===== src/rtl/core/vrfc_pkg.sv =====
// ---------------------------------------------------------------------------
// vrfc_pkg: shared types and constants for the reflector floor controller
// Frame codes, status and action codes, and the queue entry type.
// ---------------------------------------------------------------------------
package vrfc_pkg;

  localparam logic [7:0] FT_POLL   = 8'hF0;
  localparam logic [7:0] FT_UNLINK = 8'hF1;
  localparam logic [7:0] FT_CTYPE  = 8'h64;
  localparam logic [7:0] FT_TARGET = 8'h65;
  localparam logic [7:0] FT_SOURCE = 8'h66;
  localparam logic [7:0] FT_EOT    = 8'h80;

  localparam logic [15:0] PEER_TIMEOUT_RST = 16'd60000;
  localparam logic [15:0] WDOG_TIMEOUT_RST = 16'd1500;
  localparam int unsigned MaxResults = 16;

  typedef enum logic [1:0] {
    ACT_STATUS  = 2'd0,
    ACT_ECHO    = 2'd1,
    ACT_FORWARD = 2'd2
  } action_e;

  typedef enum logic [2:0] {
    ST_OK       = 3'd0,
    ST_UNKNOWN  = 3'd1,
    ST_FULL     = 3'd2,
    ST_NOTTALK  = 3'd3,
    ST_REMOVED  = 3'd4,
    ST_RELEASED = 3'd5
  } status_e;

  typedef enum logic [0:0] {
    REG_PEER_TIMEOUT = 1'b0,
    REG_WDOG_TIMEOUT = 1'b1
  } reg_e;

  // classified item handed from front to back
  typedef struct packed {
    logic        tick;
    logic [47:0] addr;
    logic [7:0]  ft;
    logic [7:0]  b1;
    logic [7:0]  b2;
    logic [7:0]  b3;
    logic [15:0] el;
  } item_t;

  typedef enum logic [2:0] {
    BK_IDLE,
    BK_SCAN,
    BK_DECIDE,
    BK_FWD,
    BK_EMIT
  } back_state_e;

endpackage


===== src/rtl/core/vrfc_queue.sv =====
// ---------------------------------------------------------------------------
// vrfc_queue: two-entry item queue
// Decouples input acceptance from the peer table sequencer.
// ---------------------------------------------------------------------------
module vrfc_queue (
  input  logic            clk_i,
  input  logic            rst_ni,
  input  logic            in_valid_i,
  output logic            in_ready_o,
  input  vrfc_pkg::item_t in_item_i,
  output logic            out_valid_o,
  input  logic            out_ready_i,
  output vrfc_pkg::item_t out_item_o
);
  import vrfc_pkg::*;

  item_t      mem_q [2];
  logic       wptr_q, rptr_q;
  logic [1:0] cnt_q;
  logic       push, pop;

  assign in_ready_o  = (cnt_q != 2'd2);
  assign out_valid_o = (cnt_q != 2'd0);
  assign out_item_o  = mem_q[rptr_q];
  assign push = in_valid_i && in_ready_o;
  assign pop  = out_valid_o && out_ready_i;

  always_ff @(posedge clk_i) begin
    if (push) mem_q[wptr_q] <= in_item_i;
  end

  always_ff @(posedge clk_i or negedge rst_ni) begin
    if (!rst_ni) begin
      wptr_q <= 1'b0;
      rptr_q <= 1'b0;
      cnt_q  <= 2'd0;
    end else begin
      if (push) wptr_q <= ~wptr_q;
      if (pop) rptr_q <= ~rptr_q;
      cnt_q <= cnt_q + {1'b0, push} - {1'b0, pop};
    end
  end
endmodule


===== src/rtl/core/vrfc_back.sv =====
// ---------------------------------------------------------------------------
// vrfc_back: peer table sequencer
// Walks the peer slots one per cycle for matching, aging and forwarding; a stalled output holds the forward walk.
// ---------------------------------------------------------------------------
module vrfc_back #(
  parameter int MAX_PEERS = 16
) (
  input  logic            clk_i,
  input  logic            rst_ni,
  input  logic            in_valid_i,
  output logic            in_ready_o,
  input  vrfc_pkg::item_t in_item_i,
  input  logic [15:0]     peer_timeout_i,
  input  logic [15:0]     wdog_timeout_i,
  output logic            out_valid_o,
  input  logic            out_ready_i,
  output logic [111:0]    out_data_o,
  output logic            out_last_o
);
  import vrfc_pkg::*;

  localparam int SW = (MAX_PEERS > 1) ? $clog2(MAX_PEERS) : 1;
  localparam int CW = $clog2(MAX_PEERS + 1);
  localparam int RW = $clog2(MaxResults + 1);

  back_state_e state_q, state_d;
  item_t       it_q;
  logic [CW-1:0] idx_q, idx_d;
  logic [SW-1:0] sidx;
  logic [MAX_PEERS-1:0] valid_q;
  logic [47:0] addr_q [MAX_PEERS];
  logic [15:0] idle_q [MAX_PEERS];

  logic        talker_q;
  logic [SW-1:0] tslot_q;
  logic [2:0]  hflags_q;
  logic [7:0]  ctype_q;
  logic [23:0] target_q, source_q;
  logic        wd_run_q;
  logic [15:0] wd_ms_q;

  logic          found_q, free_q, exp_q;
  logic [SW-1:0] fslot_q, free_slot_q, exp_slot_q;
  logic          hdr_q;
  logic [RW-1:0] nres_q;
  // pending status results: removed, then released, then final
  logic          p_rem_q, p_rel_q, p_fin_q;
  logic [2:0]    fin_st_q;
  logic [47:0]   rem_addr_q;
  logic [SW-1:0] rem_slot_q;

  logic          ov_q;
  logic [1:0]    o_act_q;
  logic [47:0]   o_addr_q;
  logic [3:0]    o_slot_q;
  logic [2:0]    o_st_q;
  logic          o_last_q;

  logic [16:0] idle_sum;
  logic [15:0] idle_sat;
  logic [16:0] wd_sum;
  logic [15:0] wd_sat;
  logic        out_free;

  assign sidx     = idx_q[SW-1:0];
  assign out_free = !ov_q || out_ready_i;
  assign in_ready_o  = (state_q == BK_IDLE);
  assign out_valid_o = ov_q;
  assign out_last_o  = o_last_q;
  assign out_data_o  = {5'd0, (ctype_q == 8'd0), target_q, source_q,
                        hdr_q, o_st_q, o_slot_q, o_addr_q, o_act_q};
  assign idle_sum = {1'b0, idle_q[sidx]} + {1'b0, it_q.el};
  assign idle_sat = idle_sum[16] ? 16'hFFFF : idle_sum[15:0];
  assign wd_sum   = {1'b0, wd_ms_q} + {1'b0, it_q.el};
  assign wd_sat   = wd_sum[16] ? 16'hFFFF : wd_sum[15:0];

  always_comb begin
    state_d = state_q;
    idx_d   = idx_q;
    case (state_q)
      BK_IDLE:   if (in_valid_i) begin state_d = BK_SCAN; idx_d = '0; end
      BK_SCAN:   if (idx_q == CW'(MAX_PEERS - 1)) state_d = BK_DECIDE;
                 else idx_d = idx_q + 1'b1;
      BK_DECIDE: begin state_d = BK_FWD; idx_d = '0; end
      BK_FWD:    if (out_free && (idx_q == CW'(MAX_PEERS - 1) || !p_fin_q))
                   state_d = BK_EMIT;
                 else if (out_free) idx_d = idx_q + 1'b1;
      BK_EMIT:   if (out_free && !p_rem_q && !p_rel_q && !p_fin_q) state_d = BK_IDLE;
      default:   state_d = BK_IDLE;
    endcase
  end

  always_ff @(posedge clk_i or negedge rst_ni) begin
    if (!rst_ni) begin
      state_q  <= BK_IDLE;
      idx_q    <= '0;
      valid_q  <= '0;
      talker_q <= 1'b0;
      tslot_q  <= '0;
      hflags_q <= '0;
      ctype_q  <= '0;
      target_q <= '0;
      source_q <= '0;
      wd_run_q <= 1'b0;
      wd_ms_q  <= '0;
      ov_q     <= 1'b0;
      p_rem_q  <= 1'b0;
      p_rel_q  <= 1'b0;
      p_fin_q  <= 1'b0;
      hdr_q    <= 1'b0;
      nres_q   <= '0;
      found_q  <= 1'b0;
      free_q   <= 1'b0;
      exp_q    <= 1'b0;
    end else begin
      state_q <= state_d;
      idx_q   <= idx_d;
      if (ov_q && out_ready_i) ov_q <= 1'b0;
      case (state_q)
        BK_IDLE: if (in_valid_i) begin
          it_q    <= in_item_i;
          found_q <= 1'b0;
          free_q  <= 1'b0;
          exp_q   <= 1'b0;
          hdr_q   <= 1'b0;
          nres_q  <= '0;
          p_rem_q <= 1'b0;
          p_rel_q <= 1'b0;
          p_fin_q <= 1'b0;
        end
        BK_SCAN: if (valid_q[sidx]) begin
          if (it_q.tick) begin
            idle_q[sidx] <= idle_sat;
            if (!exp_q && peer_timeout_i != 16'd0 && idle_sat >= peer_timeout_i) begin
              exp_q <= 1'b1;
              exp_slot_q <= sidx;
            end
          end else if (!found_q && addr_q[sidx] == it_q.addr) begin
            found_q <= 1'b1;
            fslot_q <= sidx;
          end
        end else if (!free_q) begin
          free_q <= 1'b1;
          free_slot_q <= sidx;
        end
        BK_DECIDE: begin
          fin_st_q <= ST_OK;
          if (it_q.tick) begin
            if (exp_q) begin
              valid_q[exp_slot_q] <= 1'b0;
              p_rem_q <= 1'b1;
              rem_addr_q <= addr_q[exp_slot_q];
              rem_slot_q <= exp_slot_q;
              if (talker_q && tslot_q == exp_slot_q) begin
                talker_q <= 1'b0;
                wd_run_q <= 1'b0;
                p_rel_q  <= 1'b1;
              end
            end
            if (wd_run_q && !(exp_q && talker_q && tslot_q == exp_slot_q)) begin
              wd_ms_q <= wd_sat;
              if (wdog_timeout_i != 16'd0 && wd_sat >= wdog_timeout_i) begin
                talker_q <= 1'b0;
                wd_run_q <= 1'b0;
                p_rel_q  <= 1'b1;
              end
            end
            p_fin_q <= !exp_q && !(wd_run_q && wdog_timeout_i != 16'd0
                       && wd_sat >= wdog_timeout_i);
          end else if (it_q.ft == FT_POLL) begin
            if (found_q || free_q) begin
              if (!found_q) begin
                valid_q[free_slot_q] <= 1'b1;
                addr_q[free_slot_q]  <= it_q.addr;
                idle_q[free_slot_q]  <= '0;
              end else idle_q[fslot_q] <= '0;
              ov_q     <= 1'b1;
              o_act_q  <= ACT_ECHO;
              o_addr_q <= it_q.addr;
              o_slot_q <= 4'(found_q ? fslot_q : free_slot_q);
              o_st_q   <= ST_OK;
              o_last_q <= 1'b1;
            end else begin
              fin_st_q <= ST_FULL;
              p_fin_q  <= 1'b1;
            end
          end else if (!found_q) begin
            fin_st_q <= ST_UNKNOWN;
            p_fin_q  <= 1'b1;
          end else if (it_q.ft == FT_UNLINK) begin
            valid_q[fslot_q] <= 1'b0;
            p_rem_q    <= 1'b1;
            rem_addr_q <= addr_q[fslot_q];
            rem_slot_q <= fslot_q;
            if (talker_q && tslot_q == fslot_q) begin
              talker_q <= 1'b0;
              wd_run_q <= 1'b0;
              p_rel_q  <= 1'b1;
            end
          end else begin
            idle_q[fslot_q] <= '0;
            if (talker_q && tslot_q != fslot_q) begin
              fin_st_q <= ST_NOTTALK;
              p_fin_q  <= 1'b1;
            end else begin
              talker_q <= 1'b1;
              tslot_q  <= fslot_q;
              wd_run_q <= 1'b1;
              wd_ms_q  <= '0;
              if (!talker_q) hflags_q <= '0;
              if (it_q.ft == FT_CTYPE && (!hflags_q[0] || !talker_q)) begin
                ctype_q <= it_q.b1;
                hflags_q <= (talker_q ? hflags_q : 3'b0) | 3'b001;
              end
              if (it_q.ft == FT_TARGET && (!hflags_q[1] || !talker_q)) begin
                target_q <= {it_q.b1, it_q.b2, it_q.b3};
                hflags_q <= (talker_q ? hflags_q : 3'b0) | 3'b010;
              end
              if (it_q.ft == FT_SOURCE && talker_q && hflags_q == 3'b011) begin
                source_q <= {it_q.b1, it_q.b2, it_q.b3};
                hflags_q <= 3'b111;
                hdr_q    <= 1'b1;
              end
              if (it_q.ft == FT_EOT) begin
                talker_q <= 1'b0;
                wd_run_q <= 1'b0;
                fin_st_q <= ST_RELEASED;
              end
              p_fin_q <= 1'b1;
              // mark forward walk with fslot in found_q, talker path only
              found_q <= 1'b1;
              exp_q   <= 1'b1;
            end
          end
        end
        BK_FWD: if (out_free) begin
          // exp_q flags a talker frame on packet items
          if (!it_q.tick && exp_q && p_fin_q && valid_q[sidx] && sidx != fslot_q
              && nres_q < RW'(MaxResults - 1)) begin
            ov_q     <= 1'b1;
            o_act_q  <= ACT_FORWARD;
            o_addr_q <= addr_q[sidx];
            o_slot_q <= 4'(sidx);
            o_st_q   <= ST_OK;
            o_last_q <= 1'b0;
            nres_q   <= nres_q + 1'b1;
          end
        end
        BK_EMIT: if (out_free) begin
          if (p_rem_q) begin
            ov_q <= 1'b1; o_act_q <= ACT_STATUS; o_addr_q <= rem_addr_q;
            o_slot_q <= 4'(rem_slot_q); o_st_q <= ST_REMOVED;
            o_last_q <= !p_rel_q && !p_fin_q;
            p_rem_q <= 1'b0;
          end else if (p_rel_q) begin
            ov_q <= 1'b1; o_act_q <= ACT_STATUS; o_addr_q <= '0;
            o_slot_q <= '0; o_st_q <= ST_RELEASED; o_last_q <= !p_fin_q;
            p_rel_q <= 1'b0;
          end else if (p_fin_q) begin
            ov_q <= 1'b1; o_act_q <= ACT_STATUS; o_addr_q <= '0;
            o_slot_q <= '0; o_st_q <= fin_st_q; o_last_q <= 1'b1;
            p_fin_q <= 1'b0;
          end
        end
        default: ;
      endcase
    end
  end
endmodule


===== src/rtl/core/voice_reflector_floor_control.sv =====
// ---------------------------------------------------------------------------
// voice_reflector_floor_control: talk floor arbiter for a voice reflector
//
//  channel  dir  handshake          payload
//  s_axis   in   tvalid/tready      cmd, addr, frame bytes, elapsed
//  m_axis   out  tvalid/tready      action, dest, status, latched header, tlast
//  apb      in   psel/penable       peer and watchdog timeouts
//
// The sequencer scans every peer slot for each item, then decides. An item
// without a final status (an echo, or a removal) leaves the forward walk at once
// and then emits its status results (removed, released). An item that ends in a
// final status walks every slot again; forwarded copies leave during that walk.
// A stalled output holds the sequencer. A two-entry queue keeps accepting items,
// until it holds two, while the sequencer works.
// Reset clears the table valid bits and floor state at once.
// ---------------------------------------------------------------------------
module voice_reflector_floor_control #(
  parameter int MAX_PEERS = 16
) (
  input  logic         clk_i,
  input  logic         rst_ni,
  input  logic         s_axis_tvalid,
  output logic         s_axis_tready,
  input  logic         s_axis_tuser,   // cmd
  input  logic [95:0]  s_axis_tdata,   // peer_addr, frame_type, byte_one..three, elapsed_ms
  output logic         m_axis_tvalid,
  input  logic         m_axis_tready,
  output logic [111:0] m_axis_tdata,   // action, dest_addr, dest_slot, status,
                                       // header_ready, source_id, target_id, group_call
  output logic         m_axis_tlast,
  input  logic         psel,
  input  logic         penable,
  input  logic         pwrite,
  input  logic [2:0]   paddr,
  input  logic [31:0]  pwdata,
  output logic [31:0]  prdata,
  output logic         pready
);
  import vrfc_pkg::*;

  item_t in_item, q_item;
  logic  q_valid, q_ready;
  logic [15:0] ptmo_q, wtmo_q;
  logic  wr_en;
  logic [111:0] bk_data;

  assign in_item = '{tick: s_axis_tuser, addr: s_axis_tdata[47:0],
                     ft: s_axis_tdata[55:48], b1: s_axis_tdata[63:56],
                     b2: s_axis_tdata[71:64], b3: s_axis_tdata[79:72],
                     el: s_axis_tdata[95:80]};

  assign pready = 1'b1;
  assign wr_en  = psel && penable && pwrite;
  always_comb begin
    prdata = '0;
    case (reg_e'(paddr[2]))
      REG_PEER_TIMEOUT: prdata = {16'd0, ptmo_q};
      REG_WDOG_TIMEOUT: prdata = {16'd0, wtmo_q};
      default: prdata = '0;
    endcase
  end

  always_ff @(posedge clk_i or negedge rst_ni) begin
    if (!rst_ni) begin
      ptmo_q <= PEER_TIMEOUT_RST;
      wtmo_q <= WDOG_TIMEOUT_RST;
    end else if (wr_en && paddr[1:0] == 2'b00) begin
      if (reg_e'(paddr[2]) == REG_PEER_TIMEOUT) ptmo_q <= pwdata[15:0];
      else wtmo_q <= pwdata[15:0];
    end
  end

  vrfc_queue u_queue (
    .clk_i, .rst_ni,
    .in_valid_i(s_axis_tvalid), .in_ready_o(s_axis_tready), .in_item_i(in_item),
    .out_valid_o(q_valid), .out_ready_i(q_ready), .out_item_o(q_item)
  );

  vrfc_back #(.MAX_PEERS(MAX_PEERS)) u_back (
    .clk_i, .rst_ni,
    .in_valid_i(q_valid), .in_ready_o(q_ready), .in_item_i(q_item),
    .peer_timeout_i(ptmo_q), .wdog_timeout_i(wtmo_q),
    .out_valid_o(m_axis_tvalid), .out_ready_i(m_axis_tready),
    .out_data_o(bk_data), .out_last_o(m_axis_tlast)
  );

  assign m_axis_tdata = bk_data;

  a_stable: assert property (@(posedge clk_i) disable iff (!rst_ni)
    m_axis_tvalid && !m_axis_tready |=> $stable(m_axis_tdata) && $stable(m_axis_tlast))
    else $error("output changed while stalled");
  a_hold: assert property (@(posedge clk_i) disable iff (!rst_ni)
    m_axis_tvalid && !m_axis_tready |=> m_axis_tvalid)
    else $error("output dropped while stalled");
endmodule


===== config.mk =====
export PLATFORM = sky130hd
export DESIGN_NAME = voice_reflector_floor_control
export DESIGN_NICKNAME = d
export VERILOG_FILES = /design/src/rtl/core/vrfc_pkg.sv /design/src/rtl/core/vrfc_queue.sv /design/src/rtl/core/vrfc_back.sv /design/src/rtl/core/voice_reflector_floor_control.sv
export SDC_FILE = /design/constraint.sdc
export NUM_CORES = 2
export LEC_CHECK = 0
export CORE_MARGIN = 5
export CORE_UTILIZATION = 50
export CTS_CLUSTER_SIZE = 28
export DETAILED_ROUTE_END_ITERATION = 6
export DONT_BUFFER_PORTS = 1
export PLACE_DENSITY_LB_ADDON = 0.15
export SLEW_MARGIN = 10
export SYNTH_ARGS = -nofsm -noshare
export SYNTH_HDL_FRONTEND = slang
export SYNTH_HIERARCHICAL = 1
export SYNTH_SLANG_ARGS = --single-unit

===== constraint.sdc =====
create_clock -name clk_i -period 17.7 [get_ports clk_i]
set_input_delay 2.655 -clock clk_i [delete_from_list [all_inputs] [get_ports clk_i]]
set_output_delay 2.655 -clock clk_i [all_outputs]
set_load 0.03 [all_outputs]

==> reports/results.ini <==
[outcome]
status = completed

[synthesis]
synth-seq-cells = 1602
synth_top_cell_by_area = edfxtp_1
synth_top_area_share_pct = 55.3
synthTopCellsByArea = edfxtp_1 55%, mux4_2 21%, dfrtp_1 4.5%, mux2_2 2.8%, mux2i_1 2.2%
syn_inst = 4508
synth_edf_count = 1440
synth-main-ff-cell = edfxtp_1
syn_area_um2 = 78200
seq_area_frac_synth_pct = 60.4
postSynthAreaPerCell_um2 = 17.3
yosys_warnings = 6
yosysUniqueCellTypes = 101
synth-async-reset-ratio_pct = 9.61

[grt]
grt_max_degree = 159
grt_pass1_wl_um = 332000
grt_usage_pct = 28.3
grt_pass1_vias = 46012
grt_overflow = 0
grt_antenna_before_repair = 6

[cts]
clock_latency_ns = 0.81
cts.repair.resized = 0
root_buffer = clkbuf_16
postCtsSetupRepairBufs = 0
cts_tree = yes
clock_path_buffers = 3
ctsHtreeMaxLevel = 4
clkTransAtPathRegs_ns = 0.06
cts_hold_buf = 0
cts_buffers = 173
clock-sinks = 1602

[detailed_routing]
dr.pass1.iters = 6
drt_wl_total_um = 233000
drt-wirelength-per-cell_um = 34.6
drtIter0Drc = 5128
drc = 0
dr_total_vias = 45604
avgViaCountPerCell = 6.79
ant_nets = 0

[final_layout]
finalInstanceArea_um2 = 85900
fin_cells = 6715
final_nets = 4726
drive_gt1_share_pct = 29.9
syn2layout_area_growth_pct = 9.82

[place]
placed_cells = 6400
numPortBuffers = 0
placedInstanceArea_um2 = 80500
place.gp.congestion = 0.906
dpl_worst_slack_ns = 10.25
place_hpwl_um = 138000

[pwr]
p_per_area_nw_per_um2 = 144
swShare_pct = 33.4
switchingPower_uw = 4130
pwr-share-seq_pct = 40.8
clockPowerShare_pct = 28.2
fin_total_pwr_uw = 12400
power.internal_uw = 8220
ir_worst_vdd_mv = 0.128
comb_power_share_pct = 31.0
power.leakage_uw = 0.0289

[floorplan]
die_h_um = 406
initial_core_util_pct = 50.2
ioPinCount = 287
die_w_um = 406
design.core.area_um2 = 156000
rows = 145
design.die.area_um2 = 164000

[worst_setup_path]
path_depth = 23
required_ns = 18.18
reg2reg_to = u_back/exp_slot_q[2]
critPathBufInv = 4
r2r_slack_ns = 10.13
worst_setup_path_end_kind = flip-flop
slowest_delay_ns = 0.76
cp-startpoint = u_back/idx_q[2]
worstPathMaxFanout = 34
critPathCapture = u_back/exp_slot_q[2]
cp_slowest_cell = buf_4
crit_type = reg2reg
rr_worst_depth = 23
path_cells = inv_2, buf_4, mux4_2, ha_1, fa_1, a21o_1, a21oi_1, o21bai_1, nand2_1, a22oi_1, a311oi_1, o31ai_1, buf_4, or2_2, ha_1, a21o_1, a21oi_1, o21ai_0, a31o_2, a21oi_1, o21ai_0, nand3_1, inv_1
crit_path_start_kind = flip-flop
reg2reg_from = u_back/idx_q[2]
crit_top_cell = a21oi_1
cp_data_arrival_time_ns = 8.05
cpLargestDelayFamily = compound AO/OA/AOI/OAI gates

[timing]
fin_crit_sh_pct = 42.8
tightestPinTransition_ns = 1.31
rsz0062_at_grt = no
setup_viol = 0
clock_skew_ns = 0.0368
fin_ws_ns = 10.13
finalHoldViolations = 0
max_clock_freq_ghz = 0.132
slew_violations = 0
finalSetupTns_ns = 0
fin_crit_ns = 7.57
slew_headroom_pct = 12.4

[run]
cap_viol_max_count = 0

[min_path]
min_path_cells = 2
hold_path.class = reg2reg

routing by layer:
| metal | global-route usage, % | vias to the layer above | wire (um) |
|---|---|---|---|
| met5 | 0 | - | 27 |
| met4 | 11.6 | 4 | 11000 |
| met3 | 6.81 | 552 | 24300 |
| met2 | 45.4 | 2651 | 111000 |
| met1 | 37.5 | 23841 | 86600 |
| li1 | - | 18556 | - |
flip-flops by register name (all words and copies together), names as in the netlist, 8 cells and up, named ones only:
register,flops
ptmo_q,16
u_back/addr_q,768
u_back/ctype_q,8
u_back/idle_q,256
u_back/it_q,97
u_back/o_addr_q,48
u_back/rem_addr_q,48
u_back/source_q,24
u_back/target_q,24
u_back/valid_q,16
u_back/wd_ms_q,16
u_queue/mem_q,194
wtmo_q,16
power groups by stage:
stage               clock network, uW  registers [uW]  logic (uW)
floorplan                           0            4960        2680
global placement                    0            5110        3760
detailed placement                  0            5120        3810
CTS                              3560            5040        3820
global route                     3720            5060        4080
finish                           3490            5030        3830
tightest hold or removal path, stage by stage, from the launching register on:
cell,delay (ns)
dfrtp_1,0.35
nand2_1,0.05
o31ai_1,0.06
cells by family after synthesis:
| group | share of synthesized area (%) |
|---|---|
| AO/OA/AOI/OAI | 4.34 |
| other | 0.0144 |
| adder cells (fa/ha/maj) | 1.14 |
| AND/OR/NAND/NOR | 4.17 |
| XOR/XNOR | 0.817 |
| flip-flops | 60.4 |
| multiplexers | 26.6 |
| buffers and inverters | 2.51 |
synth_stat cells, types with 24 or more instances:
cell type and number:
inv_1 92, buf_2 33, buf_4 39, mux2i_1 170
xnor2_1 43, edfxtp_1 1440, o22ai_1 42, a22oi_1 66
nor3_1 37, nand2b_1 33, nor2b_1 24, mux4_2 718
nand3_1 47, xor2_1 30, dfrtp_1 140, buf_1 63
mux2_4 33, nor2_1 152, o21ai_0 107, nand2_1 302
a21oi_1 114, clkbuf_1 154, mux2_2 196, ha_1 68
worst min-delay path by stage:
| stage | slack [ns] | from | endpoint |
|---|---|---|---|
| after floorplan | 0.45 | u_back/idx_q[4] | u_back/idx_q[4] |
| after global placement | 0.46 | u_back/idx_q[4] | u_back/idx_q[4] |
| after detailed placement | 0.48 | u_back/idx_q[4] | u_back/idx_q[4] |
| after CTS | 0.50 | u_back/idx_q[4] | u_back/idx_q[4] |
| after global routing | 0.52 | u_back/idx_q[4] | u_back/idx_q[4] |
| final | 0.50 | u_back/idx_q[4] | u_back/idx_q[4] |
stage by stage:
| stage | util [%] | hold slack (ns) |
|---|---|---|
| global route | 55.1 | 0.520 |
| detailed placement | 51.6 | 0.484 |
| CTS | 55.1 | 0.497 |
| global placement | 51.6 | 0.461 |
| finish | 55.1 | 0.495 |
| floorplan | - | 0.449 |
area by class of cell:
type | count | area [um^2]
inverter | 99 | 375
fill | 12064 | 70000
timing repair buffer | 129 | 1010
clock buffer | 238 | 4700
antenna | 3 | 7.51
tap | 2058 | 2570
multi-input combinational | 2512 | 29200
clock inverter | 74 | 709
sequential | 1602 | 47300
cells in the final DEF, fill, tap and decap left out, types with 42 or more instances in the layout:
master     instances
a21oi_1          113
clkbuf_16        175
mux4_2           718
mux2i_1          170
xnor2_1           43
o22ai_1           42
edfxtp_1        1440
nor2_1           138
clkbuf_1          55
o21ai_0          107
nand2_1          302
ha_1              68
inv_1             91
dfrtp_1          135
buf_4            126
mux2_2           196
nand3_1           47
a22oi_1           66
Note: power is estimated with default switching activity, not from simulation.
